==> src/rtl/triangle_unit_normal_macros.svh <==
// ---------------------------------------------------------------------------
// Triangle unit normal assertion macros
// Short forms for the concurrent checks of the triangle unit normal block.
// ---------------------------------------------------------------------------
`ifndef TRIANGLE_UNIT_NORMAL_MACROS_SVH
`define TRIANGLE_UNIT_NORMAL_MACROS_SVH

`ifndef SYNTHESIS
`define TUN_ASSERT(lbl, prop) \
  lbl: assert property (@(posedge clk_i) disable iff (!rst_ni) prop) \
    else $error("triangle_unit_normal: assertion failed");
`define TUN_ASSERT_NEXT(lbl, ante, cons) \
  lbl: assert property (@(posedge clk_i) disable iff (!rst_ni) ante |=> cons) \
    else $error("triangle_unit_normal: assertion failed");
`else
`define TUN_ASSERT(lbl, prop)
`define TUN_ASSERT_NEXT(lbl, ante, cons)
`endif

`endif

==> src/rtl/tun_pkg.sv <==
// ---------------------------------------------------------------------------
// Triangle unit normal package
// Widths, shared types and the step functions of the root and divide units.
// ---------------------------------------------------------------------------
`default_nettype none

package tun_pkg;

  localparam int CoordW     = 32;
  localparam int FieldW     = 32;
  localparam int EdgeW      = CoordW + 1;
  localparam int ProdW      = 2 * EdgeW;
  localparam int CrossW     = ProdW + 1;
  localparam int LenW       = $clog2(CrossW + 1);
  localparam int MagW       = 31;
  localparam int FracW      = 15;
  localparam int SqW        = 2 * MagW;
  localparam int SumW       = SqW + 2;
  localparam int SqrtSteps  = SumW / 2;
  localparam int RootW      = SumW / 2 + 1;
  localparam int QuoW       = FracW + 2;
  localparam int NumW       = MagW + FracW + 1;
  localparam int OutW       = 16;
  localparam int GroupW     = 8;
  localparam int NumGroups  = (CrossW + GroupW - 1) / GroupW;
  localparam int GrpPosW    = $clog2(GroupW);
  localparam int FifoDepth  = 4;
  localparam int FifoPtrW   = $clog2(FifoDepth);
  localparam int FifoCntW   = $clog2(FifoDepth + 1);

  typedef logic signed [EdgeW-1:0] edge_t;

  typedef struct packed {
    edge_t [2:0] a;
    edge_t [2:0] b;
  } edges_t;

  typedef struct packed {
    logic full;
    logic empty;
  } fifo_stat_t;

  typedef struct packed {
    logic [2:0]           neg;
    logic                 degen;
  } flags_t;

  typedef struct packed {
    logic [2:0][MagW-1:0] m;
    flags_t               flg;
  } norm_t;

  typedef struct packed {
    logic [SumW-1:0] x;
    logic [SumW-1:0] r;
  } sqrt_t;

  typedef struct packed {
    logic [RootW-1:0] rem;
    logic [QuoW-1:0]  q;
  } div_t;

  // Bit length of one group of the combined magnitude word.
  function automatic logic [GrpPosW:0] grp_len(input logic [GroupW-1:0] g);
    logic [GrpPosW:0] len;
    len = '0;
    for (int i = 0; i < GroupW; i++) begin
      if (g[i]) len = (GrpPosW + 1)'(i + 1);
    end
    return len;
  endfunction

  // One iteration of the digit-by-digit integer square root.
  function automatic sqrt_t sqrt_step(input sqrt_t s, input logic [SumW-1:0] bitv);
    sqrt_t           o;
    logic [SumW-1:0] t;
    t = s.r + bitv;
    if (s.x >= t) begin
      o.x = s.x - t;
      o.r = (s.r >> 1) + bitv;
    end else begin
      o.x = s.x;
      o.r = s.r >> 1;
    end
    return o;
  endfunction

  // One restoring division step: brings in one numerator bit.
  function automatic div_t div_step(input div_t d, input logic nbit,
                                    input logic [RootW-1:0] l);
    div_t           o;
    logic [RootW:0] r2;
    r2 = {d.rem, nbit};
    if (r2 >= {1'b0, l}) begin
      r2    = r2 - {1'b0, l};
      o.q   = {d.q[QuoW-2:0], 1'b1};
    end else begin
      o.q   = {d.q[QuoW-2:0], 1'b0};
    end
    o.rem = r2[RootW-1:0];
    return o;
  endfunction

endpackage

`default_nettype wire

==> src/rtl/tun_front.sv <==
// ---------------------------------------------------------------------------
// Triangle unit normal front end
// Takes a triangle word, forms both edge vectors and hands them to the queue.
// ---------------------------------------------------------------------------
`default_nettype none

module tun_front import tun_pkg::*; (
  input  logic              clk_i,
  input  logic              rst_ni,
  input  logic              valid_i,
  output logic              stall_o,
  input  logic [FieldW-1:0] v0_x_i,
  input  logic [FieldW-1:0] v0_y_i,
  input  logic [FieldW-1:0] v0_z_i,
  input  logic [FieldW-1:0] v1_x_i,
  input  logic [FieldW-1:0] v1_y_i,
  input  logic [FieldW-1:0] v1_z_i,
  input  logic [FieldW-1:0] v2_x_i,
  input  logic [FieldW-1:0] v2_y_i,
  input  logic [FieldW-1:0] v2_z_i,
  input  fifo_stat_t        fifo_stat_i,
  output logic              push_o,
  output edges_t            edges_o
);

  function automatic edge_t coord(input logic [FieldW-1:0] raw);
    return EdgeW'($signed(raw[CoordW-1:0]));
  endfunction

  logic   valid_q, valid_d;
  logic   adv;
  edges_t edges_q, edges_d;
  logic [2:0][FieldW-1:0] v0, v1, v2;

  assign v0 = {v0_z_i, v0_y_i, v0_x_i};
  assign v1 = {v1_z_i, v1_y_i, v1_x_i};
  assign v2 = {v2_z_i, v2_y_i, v2_x_i};

  assign adv     = !valid_q || !fifo_stat_i.full;
  assign stall_o = !adv;
  assign push_o  = valid_q && !fifo_stat_i.full;
  assign edges_o = edges_q;

  always_comb begin
    valid_d = valid_q;
    edges_d = edges_q;
    if (adv) begin
      valid_d = valid_i;
      for (int i = 0; i < 3; i++) begin
        edges_d.a[i] = coord(v1[i]) - coord(v0[i]);
        edges_d.b[i] = coord(v2[i]) - coord(v0[i]);
      end
    end
  end

  always_ff @(posedge clk_i or negedge rst_ni) begin
    if (!rst_ni) begin
      valid_q <= 1'b0;
    end else begin
      valid_q <= valid_d;
    end
  end

  always_ff @(posedge clk_i) begin
    edges_q <= edges_d;
  end

endmodule

`default_nettype wire

==> config.mk <==
export PLATFORM = sky130hd
export DESIGN_NAME = tun_front
export DESIGN_NICKNAME = d
export VERILOG_FILES = /design/src/rtl/triangle_unit_normal_macros.svh /design/src/rtl/tun_pkg.sv /design/src/rtl/tun_front.sv
export SDC_FILE = /design/constraint.sdc
export NUM_CORES = 1
export LEC_CHECK = 0
export BUFFER_PORTS_ARGS = -buffer_cell sky130_fd_sc_hd__buf_2
export CAP_MARGIN = 20
export CORE_MARGIN = 2
export CORE_UTILIZATION = 35
export CTS_CLUSTER_SIZE = 30
export DETAILED_ROUTE_END_ITERATION = 12
export PLACE_DENSITY_LB_ADDON = 0.25
export SYNTH_ARGS = -nofsm -noshare
export SYNTH_HDL_FRONTEND = slang
export SYNTH_SLANG_ARGS = --single-unit
==> constraint.sdc <==
create_clock -name clk_i -period 4.9 [get_ports clk_i]
set_input_delay 0.245 -clock clk_i [delete_from_list [all_inputs] [get_ports clk_i]]
set_output_delay 0.245 -clock clk_i [all_outputs]
set_load 0.02 [all_outputs]
==> results of run 1 <==
## routing by layer
layer | global-route usage | routed length, µm | vias up
li1 | - | - | 6954
met5 | 0 | 116 | -
met2 | 0.334 | 22100 | 475
met4 | 0.0701 | 1230 | 18
met1 | 0.231 | 19100 | 6463
met3 | 0.0688 | 3820 | 85
## layout make-up
cell class / instances / share of cell area
clock inverters: 15 / 0.00764
diodes: 2 / 0.000257
well taps: 592 / 0.0380
repair buffers: 494 / 0.128
clock buffers: 17 / 0.0218
inverters: 154 / 0.0297
multi-input cells: 1250 / 0.468
flip-flops and latches: 199 / 0.306
## worst max-delay path: cells and delay by family
family                     cells  cell delay [ns]
AOI/OAI and AO/OA              7             1.79
and+or+nand+nor                1             0.18
buffers and inverters          1             0.13
adders and majority gates      2             0.64
muxes                          1             0.23
## power by group
part / switching (mW) / leakage, nW / internal (mW)
Clock: 0.715 / 0.272 / 0.710
Sequential: 0.0857 / 2.00 / 2.28
Combinational: 1.42 / 6.90 / 0.866
Total: 2.22 / 9.18 / 3.86
## worst max path at each step
stage	start	depth (start not counted)	slack (ns)	to
after floorplan	valid_q$_DFFE_PN0N_	2	1.38	stall_o
after global placement	v0_z_i[0]	12	1.48	edges_o[96]$_DFFE_PN_
after detailed placement	v0_z_i[0]	12	1.48	edges_o[96]$_DFFE_PN_
after CTS	v0_z_i[0]	12	2.01	edges_o[96]$_DFFE_PN_
after global routing	v0_z_i[1]	12	1.76	edges_o[95]$_DFFE_PN_
final	v0_z_i[0]	12	1.92	edges_o[96]$_DFFE_PN_
## stage by stage
| stage | utilization | hold WS, ns | area, µm² | std cells |
|---|---|---|---|---|
| after floorplan | - | -0.0506 | 15700 | 1623 |
| after global placement | 0.426 | 0.0203 | 18900 | 2687 |
| after detailed placement | 0.426 | 0.0205 | 18900 | 2687 |
| after CTS | 0.440 | 0.0142 | 19500 | 2721 |
| after global routing | 0.440 | 0.0332 | 19500 | 2723 |
| final | 0.440 | 0.0651 | 19500 | 2723 |
## cell usage in the layout, fill, tap and decap left out, types with 7 or more instances in the layout
cell	synthesis	layout
inv_1	154	154
clkbuf_16	0	17
nand2_1	96	95
o21bai_1	15	15
xnor2_1	112	112
ha_1	192	192
nand3_1	31	31
xor2_1	56	56
a31oi_1	22	22
a21boi_0	7	7
a21oi_1	162	162
o31ai_1	7	7
o211ai_1	21	21
a21o_1	73	73
and3_1	15	15
o2111ai_1	7	7
nor2_1	97	97
and2_1	7	7
a211o_1	7	7
o21a_1	24	24
o21ai_1	14	14
nand4_1	22	22
o21ai_0	90	90
edfxtp_1	198	198
nand2b_1	30	30
nor3_1	17	17
buf_2	0	491
a211oi_1	13	13
nor2b_1	33	33
## registers in the layout (all words and copies together) (netlist names)
signal   flops
edges_o    198
valid_q      1
## cells by family after synthesis
kind of cell               Yosys count  synth area share
xor gates and xnor gates           168            0.0935
buffers and inverters              174            0.0416
and+or+nand+nor                    370             0.114
AOI/OAI and AO/OA                  512             0.209
adders and majority gates          198             0.160
muxes                                2           0.00127
DFF                                199             0.380
==> results.sh, run 1 <==
export IMPL_setup_tns_ns=0
export IMPL_drv_slew=0
export IMPL_cts_buffer_depth=2
export IMPL_cts_root_buf="clkbuf_16"
export IMPL_ys_seq_area_frac=0.380
export IMPL_rr_endpoint="edges_o[139]$_DFFE_PN_"
export IMPL_reg2reg_slack_ns=2.81
export IMPL_critPathCaptureType="flip-flop"
export IMPL_max_cap_viol_count=0
export IMPL_place_gp_congestion=0.911
export IMPL_clock_fmax_ghz=0.336
export IMPL_synth_area_leaders="edfxtp_1 38%, ha_1 15%, xnor2_1 6.2%"
export IMPL_setup_ws_ns=1.92
export IMPL_power_total_mw=6.08
export IMPL_ys_seq_elements=199
export IMPL_path_max_fanout=3
export IMPL_yosysMostFrequentCell="edfxtp_1"
export IMPL_overflow=0
export IMPL_synth_commonest_cells="198 x edfxtp_1, 192 x ha_1, 162 x a21oi_1"
export IMPL_die_y_um=216
export IMPL_period_minus_slack_ns=2.98
export IMPL_drive_gt1_frac=0.254
export IMPL_power_density_mw_per_mm2=312
export IMPL_cts_resized=0
export IMPL_grt_pass1_wl_mm=71.9
export IMPL_hold_class="primary input to async pin"
export IMPL_syn_area_per_cell_um2=9.69
export IMPL_slew_headroom=0.412
export IMPL_ys_types=67
export IMPL_dr_pass1_iters=6
export IMPL_cp_required_ns=5.12
export IMPL_post_dp_hpwl_mm=38.4
export IMPL_setup_viol=0
export IMPL_syn2layout_area_growth_pct=23.9
export IMPL_num_fill_cells=4386
export IMPL_die_w_um=216
export IMPL_crit_top_cell="o21ai_1"
export IMPL_reg2regPathDepth=2
export IMPL_grt_max_degree=107
export IMPL_slowest_stage="a211oi_1"
export IMPL_num_vias=14000
export IMPL_synth_edf_count=198
export IMPL_start_util=0.355
export IMPL_reg2reg_from="valid_q$_DFFE_PN0N_"
export IMPL_rsz0062_at_grt="no"
export IMPL_clk_latency_ns=0.49
export IMPL_cts_sinks=199
export IMPL_pre_cts_ws_ns=1.48
export IMPL_period_share=0.608
export IMPL_wl_mm=46.4
export IMPL_cp_cell_sequence="buf_2 > ha_1 > fa_1 > nand2b_1 > a21oi_1 > o21ai_1 > a211oi_1 > a211o_1 > a31oi_1 > o21ai_1 > mux2i_1 > o2111ai_1"
export IMPL_postCtsSetupRepairBufs=0
export IMPL_antenna_found_initial=11
export IMPL_layout_nets=2607
export IMPL_wl_per_cell_um=17.1
export IMPL_synth_top_area_share=0.378
export IMPL_syn_inst=1623
export IMPL_h_tree_depth=4
export IMPL_synth_area_mm2=0.0157
export IMPL_row_count=77
export IMPL_drc=0
export IMPL_port_buffers=491
export IMPL_yosysTopAreaCell="edfxtp_1"
export IMPL_critPathKind="primary input to flip-flop"
export IMPL_postCtsHoldBufs=2
export IMPL_clkSlewWorstSetupHoldPaths_ns=0.08
export IMPL_die_area_mm2=0.0467
export IMPL_io_pins=493
export IMPL_synth_fp_nets=2114
export IMPL_grtUsageTotal=0.197
export IMPL_critical_path_arrival_ns=3.20
export IMPL_yosys_warnings=0
export IMPL_max_stage_delay_ns=0.49
export IMPL_p_leak_nw=9.18
export IMPL_fin_skew_ns=0.0101
export IMPL_peakVddDrop_uv=199
export IMPL_synthFlopType="edfxtp_1"
export IMPL_seqCellArea_mm2=0.00597
export IMPL_outcome="finished, final reports clean"
export IMPL_core_mm2=0.0443
export IMPL_startpoint_type="primary input"
export IMPL_grt_pass1_vias=13900
export IMPL_multi_input_area_mm2=0.00912
export IMPL_vias_per_cell=5.14
export IMPL_finalHoldViolCount=0
export IMPL_async_flop_share=0.00503
export IMPL_worst_slew_pin_slew_ns=0.881
export IMPL_tritoncts="built"
export IMPL_ant_nets=0
export IMPL_drtIter0Drc=814
export IMPL_cts_made_buffers=17
No activity file was read; power rests on OpenSTA's default activity.
==> run 2, diff against run 1 <==
Clock period 4.9 ns to 3 ns, I/O delays scaled along.
==> results.sh, run 2 (same netlist as run 1, synthesis figures left out) <==
export IMPL_num_fill_cells=4366
export IMPL_antenna_found_initial=12
export IMPL_fin_area_mm2=0.0199
export IMPL_cp_depth=14
export IMPL_utilization=0.449
export IMPL_grt_pass1_wl_mm=72.4
export IMPL_power_density_mw_per_mm2=516
export IMPL_largest_register_ffs=198
export IMPL_critPathKind="primary input to flip-flop"
export IMPL_setup_ws_ns=0.433
export IMPL_drc=0
export IMPL_cts_root_buf="clkbuf_16"
export IMPL_power_switching_mw=3.69
export IMPL_wl_mm=47.5
export IMPL_overflow=0
export IMPL_layout_nets=2650
export IMPL_core_mm2=0.0443
export IMPL_cp_required_ns=3.22
export IMPL_pre_cts_ws_ns=-0.0725
export IMPL_clk_latency_ns=0.47
export IMPL_cpLargestDelayFamily="compound AO/OA/AOI/OAI gates"
export IMPL_hold_class="primary input to flip-flop"
export IMPL_slew_headroom=0.553
export IMPL_row_count=77
export IMPL_p_int_mw=6.58
export IMPL_reg2reg_from="valid_q$_DFFE_PN0N_"
export IMPL_ant_nets=0
export IMPL_whs_endpoint="edges_o[0]$_DFFE_PN_"
export IMPL_max_cap_viol_count=0
export IMPL_switching_share=0.359
export IMPL_min_from="v0_x_i[0]"
export IMPL_holdPathStages=3
export IMPL_path_max_fanout=3
export IMPL_die_area_mm2=0.0467
export IMPL_period_minus_slack_ns=2.57
export IMPL_num_vias=14100
export IMPL_place_gp_congestion=0.959
export IMPL_io_pins=493
export IMPL_rr_endpoint="edges_o[182]$_DFFE_PN_"
export IMPL_clock_fmax_ghz=0.390
export IMPL_cp_cell_sequence="buf_2 > inv_1 > ha_1 > nor2b_1 > o2111ai_1 > a311oi_1 > o41ai_1 > buf_4 > a21oi_1 > a221oi_2 > buf_4 > o21ai_1 > a211oi_1 > xnor2_1"
export IMPL_slowest_stage="a221oi_2"
export IMPL_port_buffers=491
export IMPL_p_comb_frac=0.374
export IMPL_grt_pass1_vias=13900
export IMPL_reg2regPathDepth=2
export IMPL_crit_start="v0_z_i[1]"
export IMPL_start_util=0.355
export IMPL_clkSlewWorstSetupHoldPaths_ns=0.08
export IMPL_grt_max_degree=71
export IMPL_power_total_mw=10.3
export IMPL_setup_tns_ns=0
export IMPL_crit_top_cell="buf_4"
export IMPL_seqPwrFrac=0.378
export IMPL_peakVddDrop_uv=296
export IMPL_max_stage_delay_ns=0.31
export IMPL_cts_buffer_depth=2
export IMPL_outcome="finished, final reports clean"
export IMPL_critical_path_buf_inv_count=4
export IMPL_p_leak_nw=9.42
export IMPL_cts_sinks=199
export IMPL_seqCellArea_mm2=0.00597
export IMPL_fin_cells=2772
export IMPL_grtUsageTotal=0.198
export IMPL_layout_cells_most_common="buf_2"
export IMPL_post_dp_hpwl_mm=39.4
export IMPL_die_w_um=216
export IMPL_hold_worst_slack_ns=0.0879
export IMPL_critical_path_arrival_ns=2.79
export IMPL_dp_cells=2729
export IMPL_cts_resized=0
export IMPL_drtIter0Drc=951
export IMPL_final_cell_mix="491 x buf_2, 198 x edfxtp_1, 192 x ha_1"
export IMPL_pwr_share_clk=0.249
export IMPL_tritoncts="built"
export IMPL_h_tree_depth=4
export IMPL_rsz0062_at_grt="no"
export IMPL_drive_gt1_frac=0.267
export IMPL_finalHoldViolCount=0
export IMPL_critPathCaptureType="flip-flop"
export IMPL_cts_made_buffers=17
export IMPL_worst_slew_pin_slew_ns=0.671
export IMPL_period_share=0.856
export IMPL_dr_pass1_iters=5
export IMPL_die_y_um=216
export IMPL_wl_per_cell_um=17.1
export IMPL_place_area_mm2=0.0192
export IMPL_setup_viol=0
export IMPL_fin_skew_ns=0.0107
export IMPL_startpoint_type="primary input"
export IMPL_multi_input_area_mm2=0.00912
export IMPL_reg2reg_slack_ns=1.28
export IMPL_drv_slew=0
export IMPL_vias_per_cell=5.08
export IMPL_syn2layout_area_growth_pct=26.5
-- run 2: layout make-up --
type,instances,area share
multi-input combinational,1250,0.458
sequential,199,0.300
timing repair buffer,537,0.142
tap,592,0.0372
inverter,154,0.0291
clock buffer,19,0.0223
clock inverter,13,0.00943
antenna,8,0.00101
-- run 2: worst max-delay path by stage --
stage,to,slack (ns)
global route,edges_o[95]$_DFFE_PN_,0.13
finish,edges_o[95]$_DFFE_PN_,0.43
floorplan,edges_o[32]$_DFFE_PN_,0.44
detailed placement,edges_o[95]$_DFFE_PN_,-0.07
CTS,edges_o[95]$_DFFE_PN_,0.43
global placement,edges_o[96]$_DFFE_PN_,-0.009
-- run 2: repair_timing --
item,4_1_cts,5_1_grt
buffers inserted,0,0
endpoints found under the hold margin,2,0
hold buffers,3,0
-- run 2: routing by layer --
layer  share of wire  GRT usage
met4           0.024     0.0687
met3           0.072     0.0596
met1            0.43      0.236
met5          0.0016          0
met2            0.48      0.336
-- run 2: worst min-delay path: stages --
cell and delay [ns]:
buf_2 0.10, ha_1 0.12, inv_1 0.03
-- run 2: power groups by stage --
| stage | registers (mW) | logic, mW | clock network (mW) |
|---|---|---|---|
| 5_1_grt | 3.93 | 4.18 | 2.71 |
| 3_3_place_gp | 3.94 | 3.80 | 0 |
| 3_5_place_dp | 3.94 | 3.83 | 0 |
| 2_1_floorplan | 4.59 | 1.84 | 0 |
| 6_report | 3.88 | 3.84 | 2.55 |
| 4_1_cts | 3.89 | 3.85 | 2.62 |
==> run 3, diff against run 2 <==
Settings changed: ABC_AREA set to 1, GPL_TIMING_DRIVEN set to 0.
==> results.sh, run 3 <==
export IMPL_dr_pass1_iters=5
export IMPL_slew_headroom=0.421
export IMPL_path_max_fanout=3
export IMPL_wl_mm=70.5
export IMPL_syn_area_per_cell_um2=6.10
export IMPL_startpoint_type="primary input"
export IMPL_synth_top_area_share=0.282
export IMPL_cts_made_buffers=17
export IMPL_h_tree_depth=4
export IMPL_grt_max_degree=102
export IMPL_seqCellArea_mm2=0.00597
export IMPL_hold_worst_slack_ns=0.0586
export IMPL_met1_usage=0.280
export IMPL_port_buffers=491
export IMPL_crit_top_cell="nand2_1"
export IMPL_tritoncts="built"
export IMPL_core_mm2=0.0592
export IMPL_power_total_mw=10.9
export IMPL_async_flop_share=0.00503
export IMPL_setup_ws_ns=0.842
export IMPL_critical_path_arrival_ns=2.40
export IMPL_multi_input_area_mm2=0.0119
export IMPL_vias_per_cell=4.50
export IMPL_antenna_found_initial=15
export IMPL_num_fill_cells=6563
export IMPL_worst_slew_pin_slew_ns=0.868
export IMPL_finalHoldViolCount=0
export IMPL_grtUsageTotal=0.225
export IMPL_cpLargestDelayFamily="buffers and inverters"
export IMPL_critPathKind="primary input to flip-flop"
export IMPL_die_w_um=249
export IMPL_drive_gt1_frac=0.144
export IMPL_setup_tns_ns=0
export IMPL_overflow=0
export IMPL_syn2layout_area_growth_pct=19.6
export IMPL_critical_path_buf_inv_count=3
export IMPL_cts_sinks=199
export IMPL_hold_class="primary input to flip-flop"
export IMPL_num_vias=21400
export IMPL_period_share=0.719
export IMPL_peakVddDrop_uv=474
export IMPL_cp_required_ns=3.24
export IMPL_ys_types=23
export IMPL_cts_buffer_depth=2
export IMPL_period_minus_slack_ns=2.16
export IMPL_wl_per_cell_um=14.8
export IMPL_met2_usage=0.381
export IMPL_grtUsageMet3=0.0503
export IMPL_yosysMostFrequentCell="nand2_1"
export IMPL_synth_commonest_cells="1492 x nand2_1, 858 x inv_1, 248 x nor2_1"
export IMPL_outcome="finished, final reports clean"
export IMPL_ys_seq_elements=199
export IMPL_p_leak_nw=15.9
export IMPL_max_stage_delay_ns=0.53
export IMPL_yosys_warnings=0
export IMPL_largest_register_ffs=198
export IMPL_io_pins=493
export IMPL_drv_slew=0
export IMPL_pre_cts_ws_ns=0.797
export IMPL_synth_fp_nets=3947
export IMPL_clock_fmax_ghz=0.463
export IMPL_grt_pass1_wl_mm=108
export IMPL_drc=0
export IMPL_start_util=0.356
export IMPL_yosysTopAreaCell="edfxtp_1"
export IMPL_place_gp_congestion=0.945
export IMPL_critPathCaptureType="flip-flop"
export IMPL_setup_viol=0
export IMPL_grt_busiest_layer="met2"
export IMPL_utilization=0.426
export IMPL_drtIter0Drc=1195
export IMPL_fin_skew_ns=0.0146
export IMPL_row_count=89
export IMPL_ys_seq_area_frac=0.283
export IMPL_synth_edf_count=198
export IMPL_clk_latency_ns=0.51
export IMPL_synthFlopType="edfxtp_1"
export IMPL_die_area_mm2=0.0622
export IMPL_syn_inst=3456
export IMPL_layout_cells_most_common="nand2_1"
export IMPL_grt_pass1_vias=20300
export IMPL_layout_nets=4462
export IMPL_synth_area_mm2=0.0211
export IMPL_rsz0062_at_grt="no"
export IMPL_post_dp_hpwl_mm=60.7
export IMPL_synth_area_leaders="edfxtp_1 28%, nand2_1 27%, inv_1 15%"
export IMPL_final_cell_mix="1491 x nand2_1, 858 x inv_1, 491 x buf_2"
export IMPL_slowest_stage="dlygate4sd3_1"
export IMPL_power_density_mw_per_mm2=433
export IMPL_max_cap_viol_count=0
export IMPL_clkSlewWorstSetupHoldPaths_ns=0.08
export IMPL_ant_nets=0
export IMPL_cp_cell_sequence="dlygate4sd3_1 > buf_2 > ha_1 > fa_1 > inv_1 > nand2_1 > nand2_1 > nand3_1 > nand2_1 > nand2_1 > nand2_2 > nand2_1 > nand3_1 > nand2_1"
export IMPL_cts_root_buf="clkbuf_16"
export IMPL_die_y_um=249
run 3: cell types whose count changed in the layout (fill, tap and decap cells not counted), sizes merged, moves of 67 or more:
cell / change
a21o: -67
inv: +705
nand2: +1430
nand3: +109
nor2: +152
o21ai: -104
xnor2: -99
run 3: metal layers:
layer | part of all wire | vias to the layer above
met5 | 0.0019 | -
met4 | 0.033 | 20
met3 | 0.067 | 103
met2 | 0.46 | 546
met1 | 0.44 | 9368
li1 | - | 11400
run 3: worst register-to-register path: stages (launching register included):
cell,delay (ns)
dfrtp_1,0.44
nand2_8,0.59
buf_16,0.49
run 3: worst paths after layout:
path,cells after the start,slack [ns],endpoint,start
setup / recovery,14,0.84,edges_o[28]$_DFFE_PN_,v0_x_i[0]
hold / removal,3,0.06,edges_o[132]$_DFFE_PN_,v0_y_i[0]
setup reg to reg,2,1.00,edges_o[149]$_DFFE_PN_,valid_q$_DFFE_PN0N_
hold reg to reg,1,1.25,edges_o[96]$_DFFE_PN_,valid_q$_DFFE_PN0N_
max in group asynchronous,3,2.43,valid_q$_DFFE_PN0N_,rst_ni
min in group asynchronous,3,0.47,valid_q$_DFFE_PN0N_,rst_ni
run 3: logic make-up (layout without fill, tap and decap cells):
family / Yosys count / count (layout) / share of synthesized area
flops: 199 / 199 / 0.283
simple gates: 1971 / 1971 / 0.371
compound gates: 136 / 136 / 0.0344
buf+inv: 862 / 1390 / 0.154
other cells: 0 / 5 / 0
fa+ha+maj: 198 / 198 / 0.120
xor+xnor: 90 / 90 / 0.0374
run 3: layout make-up:
type | instances | share of cell area
Antenna cell | 5 | 0.000496
Buffer | 4 | 0.00119
Clock buffer | 18 | 0.0170
Clock inverter | 14 | 0.00744
Inverter | 858 | 0.128
Multi-Input combinational cell | 2395 | 0.471
Sequential cell | 199 | 0.237
Tap cell | 773 | 0.0384
Timing Repair Buffer | 496 | 0.100
run 3: power by group:
group	total [mW]	switching (mW)	internal [mW]
clock network	2.62	1.28	1.34
logic	4.46	3.02	1.45
registers	3.84	0.150	3.69
run 3: repair_timing:
action,CTS,global route
hold buffers,4,0
gates resized for setup,0,0
setup endpoints to repair,0,0
buffers inserted,0,0
hold endpoints to repair,3,0
run 3: per-stage QoR:
step	instance area, µm²	instances
2_1_floorplan	21100	3456
3_3_place_gp	24500	4720
3_5_place_dp	24500	4721
4_1_cts	25200	4757
5_1_grt	25200	4761
6_report	25200	4762
