## config.mk

```make
export PLATFORM = sky130hd
export DESIGN_NAME = tun_fifo
export DESIGN_NICKNAME = d
export VERILOG_FILES = /design/src/rtl/triangle_unit_normal_macros.svh /design/src/rtl/tun_pkg.sv /design/src/rtl/tun_fifo.sv
export SDC_FILE = /design/constraint.sdc
export NUM_CORES = 1
export LEC_CHECK = 0
export ABC_AREA = 1
export BUFFER_PORTS_ARGS = -buffer_cell sky130_fd_sc_hd__buf_2
export CAP_MARGIN = 5
export CORE_ASPECT_RATIO = 0.7
export CORE_MARGIN = 4
export CORE_UTILIZATION = 42
export CTS_CLUSTER_DIAMETER = 200
export DETAILED_ROUTE_END_ITERATION = 7
export HOLD_SLACK_MARGIN = 0.12
export SYNTH_ARGS = -nofsm -noshare
export SYNTH_HDL_FRONTEND = slang
export SYNTH_SLANG_ARGS = --single-unit
```

## constraint.sdc

```tcl
create_clock -name clk_i -period 5.25 [get_ports clk_i]
set_input_delay 0.525 -clock clk_i [delete_from_list [all_inputs] [get_ports clk_i]]
set_output_delay 0.525 -clock clk_i [all_outputs]
set_load 0.02 [all_outputs]
```

## src/rtl/triangle_unit_normal_macros.svh

```systemverilog
// ---------------------------------------------------------------------------
// Triangle unit normal assertion macros
// Short forms for the concurrent checks of the triangle unit normal block.
// ---------------------------------------------------------------------------
`ifndef TRIANGLE_UNIT_NORMAL_MACROS_SVH
`define TRIANGLE_UNIT_NORMAL_MACROS_SVH

`ifndef SYNTHESIS
`define TUN_ASSERT(lbl, prop) \
  lbl: assert property (@(posedge clk_i) disable iff (!rst_ni) prop) \
    else $error("triangle_unit_normal: assertion failed");
`define TUN_ASSERT_NEXT(lbl, ante, cons) \
  lbl: assert property (@(posedge clk_i) disable iff (!rst_ni) ante |=> cons) \
    else $error("triangle_unit_normal: assertion failed");
`else
`define TUN_ASSERT(lbl, prop)
`define TUN_ASSERT_NEXT(lbl, ante, cons)
`endif

`endif

```

## src/rtl/tun_pkg.sv

```systemverilog
// ---------------------------------------------------------------------------
// Triangle unit normal package
// Widths, shared types and the step functions of the root and divide units.
// ---------------------------------------------------------------------------
`default_nettype none

package tun_pkg;

  localparam int CoordW     = 32;
  localparam int FieldW     = 32;
  localparam int EdgeW      = CoordW + 1;
  localparam int ProdW      = 2 * EdgeW;
  localparam int CrossW     = ProdW + 1;
  localparam int LenW       = $clog2(CrossW + 1);
  localparam int MagW       = 31;
  localparam int FracW      = 15;
  localparam int SqW        = 2 * MagW;
  localparam int SumW       = SqW + 2;
  localparam int SqrtSteps  = SumW / 2;
  localparam int RootW      = SumW / 2 + 1;
  localparam int QuoW       = FracW + 2;
  localparam int NumW       = MagW + FracW + 1;
  localparam int OutW       = 16;
  localparam int GroupW     = 8;
  localparam int NumGroups  = (CrossW + GroupW - 1) / GroupW;
  localparam int GrpPosW    = $clog2(GroupW);
  localparam int FifoDepth  = 4;
  localparam int FifoPtrW   = $clog2(FifoDepth);
  localparam int FifoCntW   = $clog2(FifoDepth + 1);

  typedef logic signed [EdgeW-1:0] edge_t;

  typedef struct packed {
    edge_t [2:0] a;
    edge_t [2:0] b;
  } edges_t;

  typedef struct packed {
    logic full;
    logic empty;
  } fifo_stat_t;

  typedef struct packed {
    logic [2:0]           neg;
    logic                 degen;
  } flags_t;

  typedef struct packed {
    logic [2:0][MagW-1:0] m;
    flags_t               flg;
  } norm_t;

  typedef struct packed {
    logic [SumW-1:0] x;
    logic [SumW-1:0] r;
  } sqrt_t;

  typedef struct packed {
    logic [RootW-1:0] rem;
    logic [QuoW-1:0]  q;
  } div_t;

  // Bit length of one group of the combined magnitude word.
  function automatic logic [GrpPosW:0] grp_len(input logic [GroupW-1:0] g);
    logic [GrpPosW:0] len;
    len = '0;
    for (int i = 0; i < GroupW; i++) begin
      if (g[i]) len = (GrpPosW + 1)'(i + 1);
    end
    return len;
  endfunction

  // One iteration of the digit-by-digit integer square root.
  function automatic sqrt_t sqrt_step(input sqrt_t s, input logic [SumW-1:0] bitv);
    sqrt_t           o;
    logic [SumW-1:0] t;
    t = s.r + bitv;
    if (s.x >= t) begin
      o.x = s.x - t;
      o.r = (s.r >> 1) + bitv;
    end else begin
      o.x = s.x;
      o.r = s.r >> 1;
    end
    return o;
  endfunction

  // One restoring division step: brings in one numerator bit.
  function automatic div_t div_step(input div_t d, input logic nbit,
                                    input logic [RootW-1:0] l);
    div_t           o;
    logic [RootW:0] r2;
    r2 = {d.rem, nbit};
    if (r2 >= {1'b0, l}) begin
      r2    = r2 - {1'b0, l};
      o.q   = {d.q[QuoW-2:0], 1'b1};
    end else begin
      o.q   = {d.q[QuoW-2:0], 1'b0};
    end
    o.rem = r2[RootW-1:0];
    return o;
  endfunction

endpackage

`default_nettype wire

```

## src/rtl/tun_fifo.sv

```systemverilog
// ---------------------------------------------------------------------------
// Triangle unit normal edge queue
// Short queue of edge words between the front end and the back end.
// ---------------------------------------------------------------------------
`default_nettype none

module tun_fifo import tun_pkg::*; (
  input  logic       clk_i,
  input  logic       rst_ni,
  input  logic       push_i,
  input  edges_t     data_i,
  input  logic       pop_i,
  output edges_t     data_o,
  output fifo_stat_t stat_o
);

  edges_t               slot_q [FifoDepth];
  logic [FifoPtrW-1:0]  wr_q, rd_q;
  logic [FifoCntW-1:0]  cnt_q;

  assign data_o       = slot_q[rd_q];
  assign stat_o.full  = (cnt_q == FifoCntW'(FifoDepth));
  assign stat_o.empty = (cnt_q == '0);

  always_ff @(posedge clk_i or negedge rst_ni) begin
    if (!rst_ni) begin
      wr_q  <= '0;
      rd_q  <= '0;
      cnt_q <= '0;
    end else begin
      if (push_i) wr_q <= wr_q + 1'b1;
      if (pop_i)  rd_q <= rd_q + 1'b1;
      if (push_i && !pop_i)      cnt_q <= cnt_q + 1'b1;
      else if (pop_i && !push_i) cnt_q <= cnt_q - 1'b1;
    end
  end

  always_ff @(posedge clk_i) begin
    if (push_i) slot_q[wr_q] <= data_i;
  end

endmodule

`default_nettype wire

```

==> qor_table.md, run 1 <==
| Parameter | Value | Unit |
|---|---|---|
| Biggest fanout along the worst timing path | 84 | - |
| Final-report hold violation count | 0 | - |
| Worst setup margin | 1.70 | ns |
| Net switching power | 8.38 | mW |
| Area fraction in compound gates after synthesis | 9.39 | % |
| Count of state elements after synthesis | 799 | - |
| Net count reported at finish | 3135 | - |
| Final max-slew violation count | 0 | - |
| Initial standard-cell utilization of the core | 42.3 | % |
| Final Critical Period | 3.55 | ns |
| Actual transition at the worst max-transition pin | 1.16 | ns |
| Hold Worst Slack | 0.173 | ns |
| Total Routed Length | 70.1 | mm |
| Portion of total power attributed to the clock network | 24.3 | % |
| Fmax | 0.282 | GHz |
| Outcome | completed | - |
| Most used cell, CP | sky130_fd_sc_hd__nand2_1 | - |
| Pleak | 15.4 | nW |
| Per-cell routed wire length | 17.6 | um |
| Fraction of power spent switching nets | 37.9 | % |
| Final Non-Filler Cells | 3981 | - |
| Pwr Total | 22.1 | mW |
| Port-buffer cells | 401 | - |
| Vias per Instance | 4.84 | - |
| Sinks on the clock net | 799 | - |
| Max transition margin | 23.0 | % |
| Die width | 336 | um |
| Combinational fraction of design power | 36.1 | % |
| Finish-stage setup viols | 0 | - |
| Cells after Synth | 2357 | - |
| Required time at the endpoint of the critical path | 4.72 | ns |
| Most frequent standard cell in the layout excluding fill and tap cells | sky130_fd_sc_hd__edfxtp_1 | - |
| Largest net degree at the start of global routing | 161 | - |
| Pre-antenna DRT Iters | 5 | - |
| Cell Count Post-Placement | 3638 | - |
| Area of the mapped netlist | 31700 | um^2 |
| Share of the core filled with cells | 51.9 | % |
| Power per unit of standard cell area | 569 | nW/um^2 |
| Register area share after synthesis | 75.5 | % |
| Detailed placer's ending HPWL | 39.1 | mm |
| Critical path cell sequence | buf_4 -> nand2_1 -> o211ai_1 -> nand2_1 -> buf_2 | - |
| Max VDD drop | 0.000473 | V |
| Crit path DAT | 3.02 | ns |
| Stage delay of the slowest cell on the critical path | 1.13 | ns |
| Remaining routing DRC violations | 0 | - |
| Clock slew at the register clock pins of the worst setup and hold paths | 0.06 | ns |
| Register share of total power | 39.6 | % |
| Final total negative setup slack | 0 | ns |
| Clock tree from TritonCTS | yes | - |
| Die Y | 238 | um |
| GRT Util Overall | 17.1 | % |
| Yosys warning total | 0 | - |
| CTS Root Buffer Type | sky130_fd_sc_hd__clkbuf_16 | - |
| Placement Rows | 84 | - |
| First-pass GRT wire length | 107 | mm |
| Violation count after the first detailed-routing iteration | 1217 | - |
| Simple-gate area share of the yosys netlist | 7.25 | % |
| Start-to-end type of the worst setup path | reg2out | - |
| Netlist cell types | 19 | - |
| Dpl cell area | 34500 | um^2 |
| CTS H-tree depth | 3 | - |
| Via count of the routed design | 19300 | - |
| Post-synthesis to final-layout area growth | 22.6 | % |
| Post-layout instance area | 38900 | um^2 |
| Final GP Congestion | 0.785 | - |
| Parity-gate share of the synthesized area counting xor and xnor cells | 0.110 | % |
| Post-detailed-route count of antenna-violating nets | 0 | - |
| Cts bufs inserted | 79 | - |
| Worst hold path type | in2reg | - |
| Element type at the critical path end | output pin | - |
| Mean cell area of the mapped netlist | 13.5 | um^2 |
| Critical path launch point type | register | - |
| Insertion delay to the later sink of the worst-skew pair | 0.62 | ns |
| Number of global-route vias before repair | 19000 | - |
| RSZ-0062 raised after global routing | false | - |
| Final cycle utilization of the critical path | 67.5 | % |
| Clock Skew | 0.0257 | ns |
| Cell with the biggest individual delay on the critical path | sky130_fd_sc_hd__dfrtp_4 | - |
| CORE AREA | 74900 | um^2 |
| Synth Area in Adders | 0.260 | % |
| Max-cap check violation count | 0 | - |
| Gr ovfl total | 0 | - |
| Number of nets in the synthesized netlist | 2565 | - |
| Number of I/O pins | 402 | - |
| Internal power contribution | 13.8 | mW |
| Largest family of logic cells by synthesized area | compound AO/OA/AOI/OAI gates | - |
| Placement-stage worst setup slack | 2.38 | ns |
| Commonest cells after routing, fill and taps aside | 792 x sky130_fd_sc_hd__edfxtp_1, 607 x sky130_fd_sc_hd__nand2_1, 403 x sky130_fd_sc_hd__inv_1 | - |
| Die outline area | 80100 | um^2 |
| Largest delay contributor family on the critical path | flip-flops | - |
| Proportion of layout cells with a drive suffix above 1 | 18.0 | % |
| Share of synthesized area spent on multiplexers | 0 | % |
| Crit path buf inv count | 2 | - |
| Buffers from clock root to sink, at most | 3 | - |
| Antenna violations before repair | 4 | - |
==> cells by family (layout without fill, tap and decap cells) <==
| family | after synthesis | count (layout) |
|---|---|---|
| xor gates and xnor gates | 4 | 4 |
| and+or+nand+nor | 611 | 611 |
| buffers and inverters | 540 | 1172 |
| adders and majority gates | 6 | 6 |
| other | 0 | 3 |
| DFF | 799 | 799 |
| AOI/OAI and AO/OA | 397 | 397 |
==> cell usage after synthesis, drive strengths merged <==
cell type    n  area (um^2)
buf        112          761
clkbuf      20         75.1
dfrtp        7          175
edfxtp     792        23800
fa           1         20.0
ha           5         62.6
inv        408         1530
nand2      607         2280
nand3        1         5.00
nand4        1         6.26
nor3         2         10.0
o211ai     396         2970
o21ai        1         5.00
xnor2        1         8.76
xor2         3         26.3
==> layout make-up <==
cell class	instances	area, um^2
timing repair buffer	621	4280
inverter	408	1570
antenna	3	7.51
clock buffer	100	2100
sequential	799	24000
tap	989	1240
fill	6200	36000
multi-input combinational	1018	5400
clock inverter	43	357
==> power by group through the flow <==
stage                     logic, mW  registers (mW)  clock network, mW
after floorplan                5.56            8.89                  0
after global placement         7.90            8.84                  0
after detailed placement       8.00            8.89                  0
after CTS                      8.15            8.76               5.53
after global routing           8.77            8.84               5.81
final                          7.99            8.75               5.39
==> worst register-to-register path: cells and delay by family (launching register included) <==
family | cells | cell delay (ns)
AND/OR/NAND/NOR | 1 | 0.12
buffers and inverters | 3 | 1.50
flip-flops | 1 | 0.42
adder cells (fa/ha/maj) | 1 | 0.14
==> routing by layer <==
metal / vias up / part of all wire, % / track usage [%]
met5: - / 0.039 / 0
met4: 4 / 1.5 / 3.81
met3: 84 / 6.3 / 3.91
met2: 503 / 48 / 28.7
met1: 9311 / 44 / 23.1
li1: 9381 / - / -
==> sequential cells by signal, indices dropped and copies added (netlist names) <==
| register | cells |
|---|---|
| wr_q | 2 |
| rd_q | 2 |
| cnt_q | 3 |
| slot_q | 792 |
==> final timing paths <==
path	startpoint	to	slack (ns)	cells past startpoint
max	rd_q[0]	data_o[68]	1.70	5
min	data_i[28]	slot_q[1][28]	0.17	1
max reg2reg	wr_q[0]	slot_q[0][29]	2.70	5
min reg2reg	cnt_q[2]	cnt_q[2]	0.51	2
max in group asynchronous	rst_ni	rd_q[1]	4.76	2
min in group asynchronous	rst_ni	cnt_q[0]	0.31	2
==> what timing repair did <==
| item | CTS | global route |
|---|---|---|
| buffers inserted | 0 | 0 |
| hold buffers | 197 | 0 |
| gates resized for setup | 0 | 0 |
| endpoints found under the hold margin | 780 | 0 |
Note: power is estimated with default switching activity, not from simulation.
==> inputs of run 2 (changes only) <==
- clock period: 5.25 -> 3.4 ns (I/O delays scaled with it)
==> qor_table.md, run 2 (same netlist as run 1, synthesis figures left out) <==
| Parameter | Value | Unit | Delta |
|---|---|---|---|
| Critical path cell sequence | inv_6 -> buf_12 -> o211ai_1 -> nand2_1 -> buf_2 | - |  |
| Element type at the critical path end | output pin | - |  |
| Share of the core filled with cells | 52.6 | % | +0.67 points |
| Total Routed Length | 70.8 | mm | +1.0% |
| Number of global-route vias before repair | 19400 | - | +2.0% |
| Final GP Congestion | 0.831 | - | +5.9% |
| Reg area | 24000 | um^2 | unchanged |
| Max transition margin | 43.6 | % | +21 points |
| Worst hold path type | in2reg | - |  |
| Post-detailed-route count of antenna-violating nets | 0 | - | unchanged |
| Register ranked first by flip-flop count | slot_q | - |  |
| Insertion delay to the later sink of the worst-skew pair | 0.60 | ns | -0.02 ns |
| Required time at the endpoint of the critical path | 3.06 | ns | -1.66 ns |
| Remaining routing DRC violations | 0 | - | unchanged |
| Depth of the most critical reg-to-reg path | 5 | - | unchanged |
| Area of combinational cells with multiple inputs | 5420 | um^2 | +0.37% |
| Final cycle utilization of the critical path | 80.0 | % |  |
| Pleak | 15.6 | nW | +1.3% |
| CORE AREA | 74900 | um^2 | unchanged |
| Pwr Total | 34.6 | mW | +56% |
| Vias per Instance | 4.82 | - | -0.45% |
| CTS H-tree depth | 3 | - | unchanged |
| Crit path DAT | 2.38 | ns | -0.64 ns |
| Per-cell routed wire length | 17.6 | um | +0.11% |
| Net count reported at finish | 3170 | - | +1.1% |
| Final Non-Filler Cells | 4017 | - | +0.90% |
| Post-synthesis to final-layout area growth | 24.2 | % |  |
| Number of cells on the critical path | 5 | - | unchanged |
| Cts bufs inserted | 79 | - | unchanged |
| Stage delay of the slowest cell on the critical path | 0.51 | ns | -0.62 ns |
| Largest delay contributor family on the critical path | buffers and inverters | - |  |
| Largest registers | slot_q: 792 flops, cnt_q: 3 flops | - |  |
| RSZ-0062 raised after global routing | false | - |  |
| Finish-stage setup viols | 0 | - | unchanged |
| Gr ovfl total | 0 | - | unchanged |
| GRT Util Overall | 17.4 | % | +0.33 points |
| Port-buffer cells | 401 | - | unchanged |
| Die outline area | 80100 | um^2 | unchanged |
| Largest net degree at the start of global routing | 136 | - | -16% |
| Max VDD drop | 0.000687 | V | +45% |
| Violation count after the first detailed-routing iteration | 1103 | - | -9.4% |
| Final max-slew violation count | 0 | - | unchanged |
| Final Critical Period | 2.72 | ns |  |
| Placement-stage worst setup slack | 1.19 | ns | -1.19 ns |
| Critical path launch point type | register | - |  |
| Buffers from clock root to sink, at most | 3 | - | unchanged |
| First-pass GRT wire length | 109 | mm | +2.2% |
| Die Y | 238 | um | unchanged |
| Die width | 336 | um | unchanged |
| Sinks on the clock net | 799 | - | unchanged |
| Fillers | 6215 | - | +0.24% |
| Hold Path Stages | 2 | - | +1 |
| Post-CTS setup buffer count | 0 | - | unchanged |
| Actual transition at the worst max-transition pin | 0.847 | ns | -0.309 ns |
| Cell with the biggest individual delay on the critical path | sky130_fd_sc_hd__dfrtp_4 | - |  |
| Crit path buf inv count | 3 | - | +1 |
| Clock slew at the register clock pins of the worst setup and hold paths | 0.06 | ns | about the same |
| Pre-antenna DRT Iters | 5 | - | unchanged |
| Placement Rows | 84 | - | unchanged |
| Setup slack of the worst register-to-register path | 1.26 | ns | -1.44 ns |
| Fmax | 0.368 | GHz |  |
| Commonest cells after routing, fill and taps aside | 792 x sky130_fd_sc_hd__edfxtp_1, 603 x sky130_fd_sc_hd__nand2_1, 402 x sky130_fd_sc_hd__inv_1 | - |  |
| Proportion of layout cells with a drive suffix above 1 | 19.1 | % | +1.1 points |
| Clock Skew | 0.0154 | ns | -0.0104 ns |
| Antenna violations before repair | 11 | - | +7 |
| Via count of the routed design | 19400 | - | +0.45% |
| Biggest fanout along the worst timing path | 54 | - | -36% |
| Outcome | completed | - |  |
| Most frequent standard cell in the layout excluding fill and tap cells | sky130_fd_sc_hd__edfxtp_1 | - |  |
| Start-to-end type of the worst setup path | reg2out | - |  |
| Worst setup margin | 0.680 | ns | -1.02 ns |
| Clock tree from TritonCTS | yes | - |  |
| Max-cap check violation count | 0 | - | unchanged |
| Cell Count Post-Placement | 3668 | - | +0.82% |
| Initial standard-cell utilization of the core | 42.3 | % | unchanged |
| Number of I/O pins | 402 | - | unchanged |
| CTS Root Buffer Type | sky130_fd_sc_hd__clkbuf_16 | - |  |
| Max reg flops | 792 | - | unchanged |
| Power per unit of standard cell area | 878 | nW/um^2 | +54% |
| Detailed placer's ending HPWL | 42.8 | mm | +9.2% |
| Final-report hold violation count | 0 | - | unchanged |
run 2: cell count changes in the layout (fill, tap and decap cells not counted), sizes merged:
cell,delta
buf,+30
dlygate4sd3,+5
inv,-6
clkinvlp,+3
bufinv,+1
diode,+7
clkinv,-8
clkbuf,+4
run 2: repair_timing:
item / in CTS / in global routing
gates resized for setup: 0 / 0
endpoints found under the hold margin: 803 / 0
hold buffers: 202 / 0
run 2: layer usage:
metal,share of wire [%],routed length (um),global-route usage (%)
met3,7.0,4940,4.83
met2,48,33800,29.0
met5,0.030,21,0
met4,2.1,1460,4.56
met1,43,30600,22.8
run 2: worst register-to-register path, cell delays in order (launching register included):
cell	delay [ns]
sky130_fd_sc_hd__dfrtp_1	0.42
sky130_fd_sc_hd__inv_2	0.07
sky130_fd_sc_hd__ha_2	0.18
sky130_fd_sc_hd__nand2_2	0.07
sky130_fd_sc_hd__clkinvlp_4	0.57
sky130_fd_sc_hd__buf_4	0.53
run 2: worst paths after layout:
kind / from / end
worst max register to register: wr_q[0] / slot_q[0][12]
worst max-delay path: rd_q[1] / data_o[50]
min in group asynchronous: rst_ni / rd_q[1]
worst min-delay path: data_i[10] / slot_q[3][10]
worst min register to register: cnt_q[2] / cnt_q[2]
max in group asynchronous: rst_ni / rd_q[0]
run 2: final cells by class:
type,count,share of cell area [%]
flip-flops and latches,799,60.8
multi-input cells,1018,13.7
repair buffers,656,12.0
clock buffers,104,5.44
inverters,408,3.94
well taps,989,3.14
clock inverters,33,0.864
diodes,10,0.0635
run 2: metrics by stage:
step	area, um^2	hold slack [ns]	setup TNS [ns]
after detailed placement	34900	0.195	0
after global routing	39400	0.454	0
after CTS	39400	0.423	0
final	39400	0.481	0
after floorplan	31800	0.0444	-484.34
after global placement	34900	0.190	0
run 2: report_power, final:
| group | internal (mW) | leakage (nW) | switching [mW] |
|---|---|---|---|
| clock | 4.88 | 1.21 | 3.50 |
| sequential | 12.9 | 7.36 | 0.463 |
| combinational | 3.90 | 7.08 | 8.99 |
==> inputs of run 3 (changes only) <==
- ABC_AREA: 1 -> 0
- clock period: 3.4 -> 2.31 ns (I/O delays scaled with it)
==> qor_table.md, run 3 <==
| Parameter | Value | Unit | Delta |
|---|---|---|---|
| Outcome | finished with violations | - |  |
| Violated checks | setup timing | - |  |
| Net switching power | 16.0 | mW | +23% |
| Total Routed Length | 63.8 | mm | -9.8% |
| Parity-gate share of the synthesized area counting xor and xnor cells | 0.181 | % | +0.071 points |
| Fmax | 0.400 | GHz |  |
| Clock slew at the register clock pins of the worst setup and hold paths | 0.06 | ns | about the same |
| Per-cell routed wire length | 23.1 | um | +31% |
| Gr ovfl total | 0 | - | unchanged |
| Register area share after synthesis | 82.6 | % | +7.1 points |
| Area of the mapped netlist | 29000 | um^2 | -8.6% |
| Combinational fraction of design power | 39.0 | % | +1.7 points |
| Prevailing post-synth register cell | sky130_fd_sc_hd__edfxtp_1 | - |  |
| Number of flops mapped to enable cells by yosys | 792 | - | unchanged |
| Initial standard-cell utilization of the core | 42.5 | % | +0.14 points |
| Largest family of logic cells by synthesized area | multiplexers | - |  |
| Violation count after the first detailed-routing iteration | 1059 | - | -4.0% |
| Max-cap check violation count | 0 | - | unchanged |
| Element type at the critical path end | output pin | - |  |
| Detailed placer's ending HPWL | 38.5 | mm | -10% |
| CORE AREA | 68300 | um^2 | -8.9% |
| Area share of the largest cell type after synthesis | 82.0 | % | +7.1 points |
| Crit path buf inv count | 4 | - | +1 |
| Number of I/O pins | 402 | - | unchanged |
| Start-to-end type of the worst setup path | reg2out | - |  |
| Register ranked first by flip-flop count | slot_q | - |  |
| Portion of total power attributed to the clock network | 23.5 | % | -0.7 points |
| Reg-to-reg critical path endpoint | slot_q[0][81] | - |  |
| Port-buffer cells | 401 | - | unchanged |
| Finish-stage setup viols | 198 | - | +198 |
| Die outline area | 73400 | um^2 | -8.4% |
| Cell with the biggest individual delay on the critical path | sky130_fd_sc_hd__mux4_2 | - |  |
| Actual transition at the worst max-transition pin | 0.572 | ns | -0.275 ns |
| Synth Area in Adders | 0.285 | % | +0.025 points |
| Die Y | 228 | um | -4.3% |
| Antenna violations before repair | 8 | - | -3 |
| Required time at the endpoint of the critical path | 2.08 | ns | -0.98 ns |
| Final max-slew violation count | 0 | - | unchanged |
| Biggest fanout along the worst timing path | 8 | - | -85% |
| Post-synthesis to final-layout area growth | 34.6 | % |  |
| Buffers from clock root to sink, at most | 3 | - | unchanged |
| Largest area contributor in the netlist | sky130_fd_sc_hd__edfxtp_1 | - |  |
| Pleak | 13.5 | nW | -14% |
| Netlist cell types | 18 | - | -1 |
| Cells after Synth | 1068 | - | -55% |
| Stage delay of the slowest cell on the critical path | 0.55 | ns | +0.04 ns |
| Share of the core filled with cells | 57.2 | % | +4.6 points |
| Final GP Congestion | 0.734 | - | -12% |
| Reg area | 24000 | um^2 | unchanged |
| Pre-antenna DRT Iters | 5 | - | unchanged |
| Cts bufs inserted | 76 | - | -3.8% |
| Clock tree from TritonCTS | yes | - |  |
| Sinks on the clock net | 799 | - | unchanged |
| Largest registers | slot_q: 792 flops, cnt_q: 3 flops | - |  |
| CTS Root Buffer Type | sky130_fd_sc_hd__clkbuf_16 | - |  |
| Max reg flops | 792 | - | unchanged |
| Fraction of power spent switching nets | 30.6 | % | -6.8 points |
| Commonest cells after routing, fill and taps aside | 792 x sky130_fd_sc_hd__edfxtp_1, 240 x sky130_fd_sc_hd__buf_2, 202 x sky130_fd_sc_hd__dlygate4sd3_1 | - |  |
| Critical path cell sequence | buf_16 -> buf_12 -> buf_12 -> mux4_2 -> buf_6 | - |  |
| Final-report hold violation count | 0 | - | unchanged |
| Leading cell types by total area after synthesis | sky130_fd_sc_hd__edfxtp_1 82%, sky130_fd_sc_hd__mux4_2 15%, sky130_fd_sc_hd__buf_6 0.85%, sky130_fd_sc_hd__dfrtp_1 0.60%, sky130_fd_sc_hd__buf_2 0.36% | - |  |
| CTS H-tree depth | 3 | - | unchanged |
| Crit path DAT | 2.27 | ns | -0.11 ns |
| Area of combinational cells with multiple inputs | 4670 | um^2 | -14% |
| Count of state elements after synthesis | 799 | - | unchanged |
| Clock Skew | 0.0201 | ns | +0.00477 ns |
| Number of nets in the synthesized netlist | 1276 | - | -50% |
| Placement Rows | 80 | - | -4.8% |
| First-pass GRT wire length | 94.5 | mm | -13% |
| Worst Min Path Start | data_i[185] | - |  |
| Most common cell in the netlist | sky130_fd_sc_hd__edfxtp_1 | - |  |
| Power per unit of standard cell area | 1330 | nW/um^2 | +52% |
| Pwr Total | 52.1 | mW | +51% |
| Post-detailed-route count of antenna-violating nets | 0 | - | unchanged |
| Share of flip-flops with an asynchronous set or reset | 0.876 | % | unchanged |
| Critical path launch point type | register | - |  |
| Leading cell types by count after synthesis | 792 x sky130_fd_sc_hd__edfxtp_1, 198 x sky130_fd_sc_hd__mux4_2, 22 x sky130_fd_sc_hd__buf_6, 21 x sky130_fd_sc_hd__buf_2, 7 x sky130_fd_sc_hd__dfrtp_1 | - |  |
| Final Critical Period | 2.50 | ns |  |
| GRT Util Overall | 17.1 | % | -0.34 points |
| Largest net degree at the start of global routing | 71 | - | -48% |
| Most frequent standard cell in the layout excluding fill and tap cells | sky130_fd_sc_hd__edfxtp_1 | - |  |
| Via count of the routed design | 14100 | - | -27% |
| Most used cell, CP | sky130_fd_sc_hd__buf_12 | - |  |
| Max transition margin | 61.9 | % | +18 points |
| Vias per Instance | 5.08 | - | +5.4% |
| Net count reported at finish | 2010 | - | -37% |
| Depth of the most critical reg-to-reg path | 4 | - | -1 |
| Max VDD drop | 0.000847 | V | +23% |
| RSZ-0062 raised after global routing | true | - |  |
| Mean cell area of the mapped netlist | 27.1 | um^2 | +100% |
| Number of global-route vias before repair | 15200 | - | -22% |
| Hold Worst Slack | 0.380 | ns | -0.101 ns |
| Fillers | 4926 | - | -21% |
| Internal power contribution | 36.1 | mW | +67% |
| Remaining routing DRC violations | 0 | - | unchanged |
| Insertion delay to the later sink of the worst-skew pair | 0.60 | ns | about the same |
| Register share of total power | 37.4 | % | -1.1 points |
| Worst hold path type | in2reg | - |  |
| Die width | 322 | um | -4.3% |
| Largest delay contributor family on the critical path | buffers and inverters | - |  |
| Yosys warning total | 0 | - | unchanged |
| Area fraction in compound gates after synthesis | 0.0173 | % | -9.4 points |
| Endpoint with the worst hold slack | slot_q[2][185] | - |  |
| Share of synthesized area spent on multiplexers | 15.4 | % | +15 points |
| Simple-gate area share of the yosys netlist | 0.168 | % | -7.1 points |
| Setup slack of the worst register-to-register path | 0.57 | ns | -0.69 ns |
| Final cycle utilization of the critical path | 108 | % |  |
| Proportion of layout cells with a drive suffix above 1 | 43.7 | % | +25 points |
| Worst setup margin | -0.189 | ns | -0.869 ns |
| Hold Path Stages | 2 | - | unchanged |
| Worst reg2reg path startpoint | wr_q[0] | - |  |
run 3: cell count changes in the layout (fill, tap and decap cells not counted), sizes merged, moves of 2 or more:
cell / change
and2: +4
diode: -5
o211ai: -396
bufinv: +3
mux4: +198
nand2: -605
clkinv: +5
clkinvlp: +2
clkbuf: -6
buf: +34
inv: -398
run 3: power by group through the flow:
| stage | Combinational, mW | Clock (mW) | Sequential (mW) |
|---|---|---|---|
| finish | 20.3 | 12.3 | 19.5 |
| global placement | 15.9 | 0 | 19.6 |
| floorplan | 10.2 | 0 | 19.7 |
| CTS | 18.1 | 12.6 | 19.5 |
| global route | 21.5 | 13.3 | 19.7 |
| detailed placement | 15.9 | 0 | 19.8 |
run 3: cells by family (layout without fill, tap and decap cells):
logic type | count (synthesis) | in the layout
multiplexers | 199 | 199
XOR/XNOR | 6 | 6
buffers and inverters | 48 | 841
AND/OR/NAND/NOR | 9 | 9
flip-flops | 799 | 799
adder cells (fa/ha/maj) | 6 | 6
other | 0 | 5
AO/OA/AOI/OAI | 1 | 1
run 3: timing repair:
| action | CTS | global route |
|---|---|---|
| cloned | 7 | 11 |
| resized for setup | 122 | 272 |
| endpoints found under the setup margin | 186 | 198 |
| hold buffers | 202 | 0 |
| setup buffers | 12 | 8 |
| endpoints found under the hold margin | 804 | 0 |
run 3: area by class of cell:
type | instances | area share, %
flip-flops and latches | 799 | 61.4
repair buffers | 700 | 17.4
multi-input cells | 221 | 12.0
clock buffers | 88 | 5.04
well taps | 902 | 2.89
clock inverters | 49 | 1.23
inverters | 4 | 0.0385
diodes | 5 | 0.0321
run 3: metal layers:
| metal | global-route usage, % | share of wire (%) |
|---|---|---|
| met5 | 0 | 0.066 |
| met4 | 4.35 | 2.1 |
| met3 | 4.94 | 7.2 |
| met2 | 27.0 | 48 |
| met1 | 23.7 | 42 |
run 3: worst max-delay path by stage:
stage / from / to / slack (ns) / cells after the start
2_1_floorplan: wr_q[0] / slot_q[2][0] / -0.14 / 3
3_3_place_gp: rd_q[0] / data_o[188] / 0.37 / 4
3_5_place_dp: rd_q[0] / data_o[17] / 0.36 / 4
4_1_cts: rd_q[0] / data_o[63] / -0.26 / 5
5_1_grt: rd_q[0] / data_o[17] / -0.28 / 5
6_report: rd_q[0] / data_o[188] / -0.19 / 5
run 3: through the flow:
step | setup WS, ns | TNS, ns | instances | area, um^2
CTS | -0.256 | -34.84 | 2747 | 37900
floorplan | -0.140 | -89.81 | 1068 | 29000
finish | -0.189 | -21.02 | 2768 | 39000
detailed placement | 0.364 | 0 | 2389 | 32700
global route | -0.275 | -39.21 | 2766 | 39000
global placement | 0.373 | 0 | 2389 | 32700
run 3: worst reg2reg max path, cell delays in order (launching register included):
cell and delay (ns):
sky130_fd_sc_hd__dfrtp_1 0.43, sky130_fd_sc_hd__inv_1 0.10, sky130_fd_sc_hd__ha_1 0.14, sky130_fd_sc_hd__and2_4 0.26, sky130_fd_sc_hd__buf_12 0.32
